$ cat src/design/sai2x_pkg.sv
// Shared types, constants and colour arithmetic for the 2xSaI pixel scaler.
// No dependencies; imported by every module of the block except sai2x_ram.
package sai2x_pkg;

   localparam int DEF_MAX_WIDTH  = 1024;
   localparam int DEF_MAX_HEIGHT = 1024;

   localparam int PIX_W   = 16;
   localparam int CFG_W   = 11;
   localparam int COORD_W = 10;
   localparam int IDX_W   = 2;

   localparam int NUM_BANKS = 8;
   localparam int BANK_W    = $clog2(NUM_BANKS);
   localparam int WIN_N     = 4;

   localparam int QDEPTH  = 4;
   localparam int QPTR_W  = $clog2(QDEPTH);
   localparam int QCNT_W  = QPTR_W + 1;

   localparam logic [CFG_W-1:0] RST_WIDTH  = 11'd320;
   localparam logic [CFG_W-1:0] RST_HEIGHT = 11'd200;

   typedef enum logic [IDX_W-1:0] {
      REG_WIDTH  = 2'd0,
      REG_HEIGHT = 2'd1,
      REG_FORMAT = 2'd2
   } reg_idx_type;

   typedef enum logic {
      FMT_555 = 1'b0,
      FMT_565 = 1'b1
   } fmt_type;

   typedef enum logic {
      CMD_PIXEL = 1'b0,
      CMD_DRAIN = 1'b1
   } cmd_type;

   typedef logic [WIN_N-1:0][WIN_N-1:0][PIX_W-1:0] window_type;

   typedef struct packed {
      window_type         win;
      logic [COORD_W-1:0] qx;
      logic [COORD_W-1:0] qy;
      logic               last;
   } job_type;

   typedef struct packed {
      logic [QCNT_W-1:0] count;
      logic              empty;
   } queue_status_type;

   function automatic logic [PIX_W-1:0] avg2(input logic [PIX_W-1:0] p,
                                             input logic [PIX_W-1:0] q,
                                             input fmt_type fmt);
      logic [5:0] rs;
      logic [6:0] gs;
      logic [5:0] bs;
      logic [PIX_W-1:0] res;
      bs = {1'b0, p[4:0]} + {1'b0, q[4:0]};
      if (fmt == FMT_565) begin
         rs  = {1'b0, p[15:11]} + {1'b0, q[15:11]};
         gs  = {1'b0, p[10:5]} + {1'b0, q[10:5]};
         res = {rs[5:1], gs[6:1], bs[5:1]};
      end else begin
         rs  = {1'b0, p[14:10]} + {1'b0, q[14:10]};
         gs  = {2'b0, p[9:5]} + {2'b0, q[9:5]};
         res = {1'b0, rs[5:1], gs[5:1], bs[5:1]};
      end
      return res;
   endfunction

   function automatic logic [PIX_W-1:0] avg4(input logic [PIX_W-1:0] p,
                                             input logic [PIX_W-1:0] q,
                                             input logic [PIX_W-1:0] s,
                                             input logic [PIX_W-1:0] t,
                                             input fmt_type fmt);
      logic [6:0] rs;
      logic [7:0] gs;
      logic [6:0] bs;
      logic [PIX_W-1:0] res;
      bs = {2'b0, p[4:0]} + {2'b0, q[4:0]} + {2'b0, s[4:0]} + {2'b0, t[4:0]};
      if (fmt == FMT_565) begin
         rs  = {2'b0, p[15:11]} + {2'b0, q[15:11]} + {2'b0, s[15:11]} + {2'b0, t[15:11]};
         gs  = {2'b0, p[10:5]} + {2'b0, q[10:5]} + {2'b0, s[10:5]} + {2'b0, t[10:5]};
         res = {rs[6:2], gs[7:2], bs[6:2]};
      end else begin
         rs  = {2'b0, p[14:10]} + {2'b0, q[14:10]} + {2'b0, s[14:10]} + {2'b0, t[14:10]};
         gs  = {3'b0, p[9:5]} + {3'b0, q[9:5]} + {3'b0, s[9:5]} + {3'b0, t[9:5]};
         res = {1'b0, rs[6:2], gs[6:2], bs[6:2]};
      end
      return res;
   endfunction

   // +1 when both c and d match b but not a, -1 when both match a
   function automatic logic signed [1:0] vote(input logic [PIX_W-1:0] a,
                                              input logic [PIX_W-1:0] b,
                                              input logic [PIX_W-1:0] c,
                                              input logic [PIX_W-1:0] d);
      logic both_a;
      logic both_b;
      logic signed [1:0] res;
      both_a = (a == c) && (a == d);
      both_b = (b == c) && (a != c) && (b == d) && (a != d);
      if (both_b) res = 2'sd1;
      else if (both_a) res = -2'sd1;
      else res = 2'sd0;
      return res;
   endfunction

endpackage

$ cat src/design/sai2x_queue.sv
// Short job queue between the front end and the quad builder.
// Depends on sai2x_pkg for the job type and depth.
module sai2x_queue
   import sai2x_pkg::*;
(
   input  logic             clock,
   input  logic             reset,
   input  logic             push,
   input  job_type          push_job,
   input  logic             pop,
   output job_type          head,
   output queue_status_type status
);
   job_type           mem_ff [QDEPTH];
   logic [QPTR_W-1:0] wr_ptr_ff, wr_ptr_in;
   logic [QPTR_W-1:0] rd_ptr_ff, rd_ptr_in;
   logic [QCNT_W-1:0] count_ff, count_in;
   logic              do_pop;

   assign do_pop = pop && (count_ff != '0);

   always_comb begin
      wr_ptr_in = push ? wr_ptr_ff + QPTR_W'(1) : wr_ptr_ff;
      rd_ptr_in = do_pop ? rd_ptr_ff + QPTR_W'(1) : rd_ptr_ff;
      count_in  = count_ff + QCNT_W'(push) - QCNT_W'(do_pop);
   end

   always_ff @(posedge clock) begin
      if (reset) begin
         wr_ptr_ff <= '0;
         rd_ptr_ff <= '0;
         count_ff  <= '0;
      end else begin
         wr_ptr_ff <= wr_ptr_in;
         rd_ptr_ff <= rd_ptr_in;
         count_ff  <= count_in;
      end
   end

   always_ff @(posedge clock) begin
      if (push) begin
         mem_ff[wr_ptr_ff] <= push_job;
      end
   end

   assign head         = mem_ff[rd_ptr_ff];
   assign status.count = count_ff;
   assign status.empty = (count_ff == '0);
endmodule

$ cat config.mk
export PLATFORM = sky130hd
export DESIGN_NAME = sai2x_queue
export DESIGN_NICKNAME = d
export VERILOG_FILES = /design/src/design/sai2x_pkg.sv /design/src/design/sai2x_queue.sv
export SDC_FILE = /design/constraint.sdc
export NUM_CORES = 1
export LEC_CHECK = 0
export BUFFER_PORTS_ARGS = -buffer_cell sky130_fd_sc_hd__clkbuf_2
export CAP_MARGIN = 20
export CORE_MARGIN = 8
export CORE_UTILIZATION = 51
export CTS_CLUSTER_DIAMETER = 50
export DETAILED_ROUTE_END_ITERATION = 12
export PLACE_DENSITY = 0.75
export SLEW_MARGIN = 0
export SYNTH_ARGS = -nofsm -noshare
export SYNTH_HDL_FRONTEND = slang
export SYNTH_SLANG_ARGS = --single-unit
$ cat constraint.sdc
create_clock -name clock -period 7.82 [get_ports clock]
set_clock_uncertainty 0.15 [all_clocks]
set_input_delay 0.782 -clock clock [delete_from_list [all_inputs] [get_ports clock]]
set_output_delay 0.782 -clock clock [all_outputs]
set_load 0.01 [all_outputs]
Word-level counts from Yosys, hierarchy flattened

Memory sizes are Yosys's and may differ from the RTL's. A register that Yosys moved wholly into a read port is not among the register bits.
Cells that the tools add are included.

Output and inout bits: 281
Logic and storage cells: 15
Memory bits (writable): 1,108
Memories kept: 1
Bits in registers: 7

Reduce and logical (&&, ||, !) cells: 3
$add $sub $neg: 4
Muxes and demuxes: 4

Memories:

| name   | depth | bits a word | read ports | clocked after memory_dff | write ports | line              | text |
|---|---|---|---|---|---|---|---|
| mem_ff | 4     | 277         | 1          | 1                        | 1           | sai2x_queue.sv:14 | `job_type mem_ff [QDEPTH];` |

Operators with widths:

| kind                | count |
|---|---|
| $add 2x1->2 const B | 2 |
| $mux 2              | 2 |
| $add 3x1->3         | 1 |
| $logic_not 3->1     | 1 |
| $reduce_bool 3->1   | 1 |
| $sub 3x1->3         | 1 |
| $mux 1              | 2 |
| $logic_and 1x1->1   | 1 |

Longest topological paths before layout

Depth after elaboration: 4
Mapped depth: 8
Depth with buffers taken out: 8

Worst setup path before layout

Ideal clock, no wire load.

Path type: input -> register
Start: input push
End: memory mem_ff[0][0] (netlist bit), enable pin
Setup time: 0.672 ns
Stages on the path: 1
Buffers on the path: 0
Arrival time: 7.036 ns
Slack: -0.038 ns
Path through: and2_1

Longest elaborated chain between the ends: 2

RTL lines:

| item                         | line              | text |
|---|---|---|
| start, declared              | sai2x_queue.sv:8  | `input logic push,` |
| $mux 1                       | sai2x_queue.sv:41 | `if (push) begin` |
| $mux 1 (implied by the code) | sai2x_queue.sv:42 | `mem_ff[wr_ptr_ff] <= push_job;` |
| end, declared                | sai2x_queue.sv:14 |  |

Every way passes these cells.

==> results by group <==
Run status
  – Status: completed

STA
  – Final hold vios: 0
  – Final setup violation count: 0
  – Setup_tns: 0 ns
  – Final min period: around 4.3 ns
  – Slew Viols, Final: 0
  – Worst Tran Pin Value: around 1.3 ns
  – RSZ-0062 raised after global routing: no
  – Period utilisation layout: 0.548
  – Worst slew margin: 0.166
  – Max Fclk: around 230 MHz

Detailed routing
  – Per-cell routed wire length: approximately 27 um
  – Initial DRC count: between 1000 and 1500
  – DRT Wirelength: roughly 88000 um
  – Routed vias/inst: ~5.6
  – Pre-antenna DRT Iters: 4
  – DRC errors left: 0
  – Routed Antenna Nets: 0
  – Vias: roughly 18000

CTS
  – CTS root buf: clkbuf_16
  – Setup bufs post-CTS: 0
  – CTS tree: yes
  – Post-CTS Hold Buffers: 0
  – Sink Count: 1117
  – CTS H-tree lvls: 3
  – Total CTS buffers: between 100 and 150
  – Clk_lat worst skew: 0.66 ns
  – Clk buf depth: 3
  – Post-CTS sizing: 0
  – Worst-path clk slew: 0.06 ns

Global route
  – All-layer global routing usage: 0.191
  – First-pass GRT wire length: between 100000 and 150000 um
  – Grt ovf: 0
  – Pin count of the biggest net entering global routing: about 160
  – Vias in the first global route: roughly 20000
  – Antenna violations before repair: 33

Setup path
  – Worst reg2reg startpoint: wr_ptr_ff[0]$_SDFFE_PP0P_
  – Crit Path Category: register to primary output
  – Worst EP required: ~6.9 ns
  – Crit Reg-Reg Endpoint: mem_ff[2][222]$_DFFE_PP_
  – CP delay by family, top: flip-flops
  – CP arrival: 3.36 ns
  – Worst-path fanout max: approximately 120
  – Worst Setup EP: head[90]
  – Worst Reg2Reg Path Length in Cells: 5
  – Slowest CP cell: dfxtp_4
  – Worst Path Buf+Inv: 2
  – Stages on the worst setup path: 3
  – Worst Setup Start Kind: register
  – CP cell instances: buf_12, mux4_1, clkbuf_2
  – Slowest Stage Delay on Critical Path: approximately 0.9 ns
  – Reg2Reg Setup Slack: around 4.6 ns
  – Crit. End Element: primary output

Place
  – PortBufs: around 560
  – HPWL after detailed placement: approximately 54000 um
  – Placed Instance Area: 44600 um^2
  – Final Wtd Congestion: about 0.75

Power
  – Pwr dens: between 300 and 400 nW/um^2
  – Static Leakage: between 0.015 and 0.02 uW
  – Peak VDD IR: between 0.2 and 0.25 mV

Synth
  – Dominant synthesized flop cell: edfxtp_1
  – Cell accounting for the most synthesized area: edfxtp_1
  – Mapped cell area: 40700 um^2
  – Ys async rst share: 0
  – Post-synth top area share: 0.817
  – Register area share after synthesis: 0.821
  – Top-count cell post-synth: edfxtp_1
  – Syn. warnings: 0
  – Commonest cells in the netlist: 1108 x edfxtp_1, 201 x mux4_2, 76 x mux4_1, 29 x buf_2, 24 x buf_6
  – Cell variety after synth: 21
  – Post-synth EDFFs: approximately 1100
  – Syn Nets: between 1500 and 2000
  – Avg Inst Size Synth: between 20 and 30 um^2
  – Synth top area cells: edfxtp_1 82%, mux4_2 11%, mux4_1 4.9%
  – #FFs+latches synth: roughly 1100
  – Synth Instances: 1491

Floorplan
  – Core area: slightly below 80000 um^2
  – Die Ht: ~300 um
  – Initial Util: 0.516
  – Row cnt: 103
  – Die area: 89200 um^2
  – IO Pins: between 500 and 600
  – Die Width: 299 um

Finish
  – Share of cells above drive strength 1: 0.428
  – NumNets Final: approximately 2400
  – Post-route design area: 48400 um^2
  – Area growth, synth to finish: 18.7%

Hold path
  – Worst Hold Launch: push_job[48]
  – Hold crit path type: primary input to register

Flow run
  – Max-cap violations: 0
[layout make-up]
type / instances / area (um^2)
flip-flops and latches: 1117 / 33500
inverters: 5 / 18.8
diodes: 25 / 62.6
fillers: 5281 / 30600
clock buffers: 135 / 2890
clock inverters: 73 / 828
well taps: 1050 / 1310
repair buffers: 574 / 2990
multi-input cells: 306 / 6790
[cell families (layout without fill, tap and decap cells)]
logic type | count (synthesis) | after routing | share of synthesized area
other | 0 | 25 | 0
multiplexers | 281 | 281 | 0.161
buffers and inverters | 68 | 787 | 0.0124
adder cells (fa/ha/maj) | 7 | 7 | 0.00233
AO/OA/AOI/OAI | 2 | 2 | 0.000430
flip-flops | 1117 | 1117 | 0.821
AND/OR/NAND/NOR | 14 | 14 | 0.00175
XOR/XNOR | 2 | 2 | 0.000768
[registers in the layout (all words and copies together), names as in the netlist, named ones only]
register and cells:
mem_ff 1108, count_ff 3, wr_ptr_ff 2, rd_ptr_ff 2
[worst min path at each step]
stage | slack, ns | to | cells past startpoint
CTS | 0.13 | mem_ff[3][48]$_DFFE_PP_ | 1
global placement | 0.38 | wr_ptr_ff[1]$_SDFFE_PP0P_ | 2
global route | 0.14 | mem_ff[1][104]$_DFFE_PP_ | 1
detailed placement | 0.41 | wr_ptr_ff[0]$_SDFFE_PP0P_ | 2
finish | 0.18 | mem_ff[3][48]$_DFFE_PP_ | 1
floorplan | 0.36 | wr_ptr_ff[1]$_SDFFE_PP0P_ | 2
[metrics by stage]
step	cells	total power, uW	utilization	worst slack [ns]	hold slack, ns
6_report	3285	14800	0.612	3.53	0.180
5_1_grt	3281	15300	0.612	3.28	0.143
4_1_cts	3260	14900	0.611	3.36	0.134
3_5_place_dp	3052	9650	0.564	4.11	0.410
3_3_place_gp	3052	9600	0.564	4.14	0.383
2_1_floorplan	1491	8730	-	3.07	0.364
[placed cells by master, fill, tap and decap left out, types with 4 or more instances in the layout]
cell type / netlist / layout
edfxtp_1: 1108 / 1108
clkbuf_2: 0 / 561
mux4_2: 201 / 201
clkbuf_16: 0 / 112
mux4_1: 76 / 76
diode_2: 0 / 25
clkinv_1: 0 / 24
clkbuf_1: 7 / 23
clkinv_2: 0 / 18
bufinv_16: 0 / 13
dfxtp_1: 9 / 7
buf_12: 0 / 7
nor2_1: 6 / 6
ha_1: 6 / 6
buf_4: 0 / 6
inv_1: 5 / 5
inv_8: 0 / 5
and2_4: 0 / 4
inv_6: 0 / 4
[power breakdown]
group | internal [uW] | total [uW] | switching (uW)
Combinational | 1130 | 2440 | 1310
Clock | 3090 | 5290 | 2190
Sequential | 6900 | 7040 | 137
[routing by layer]
metal  track usage  share of wire  up-vias
met2         0.334           0.53      670
met1         0.216           0.35     9649
met5             0         0.0011        -
li1              -              -     7864
met3        0.0594          0.078      163
met4        0.0843          0.037       16
(Power assumes the default switching activity.)
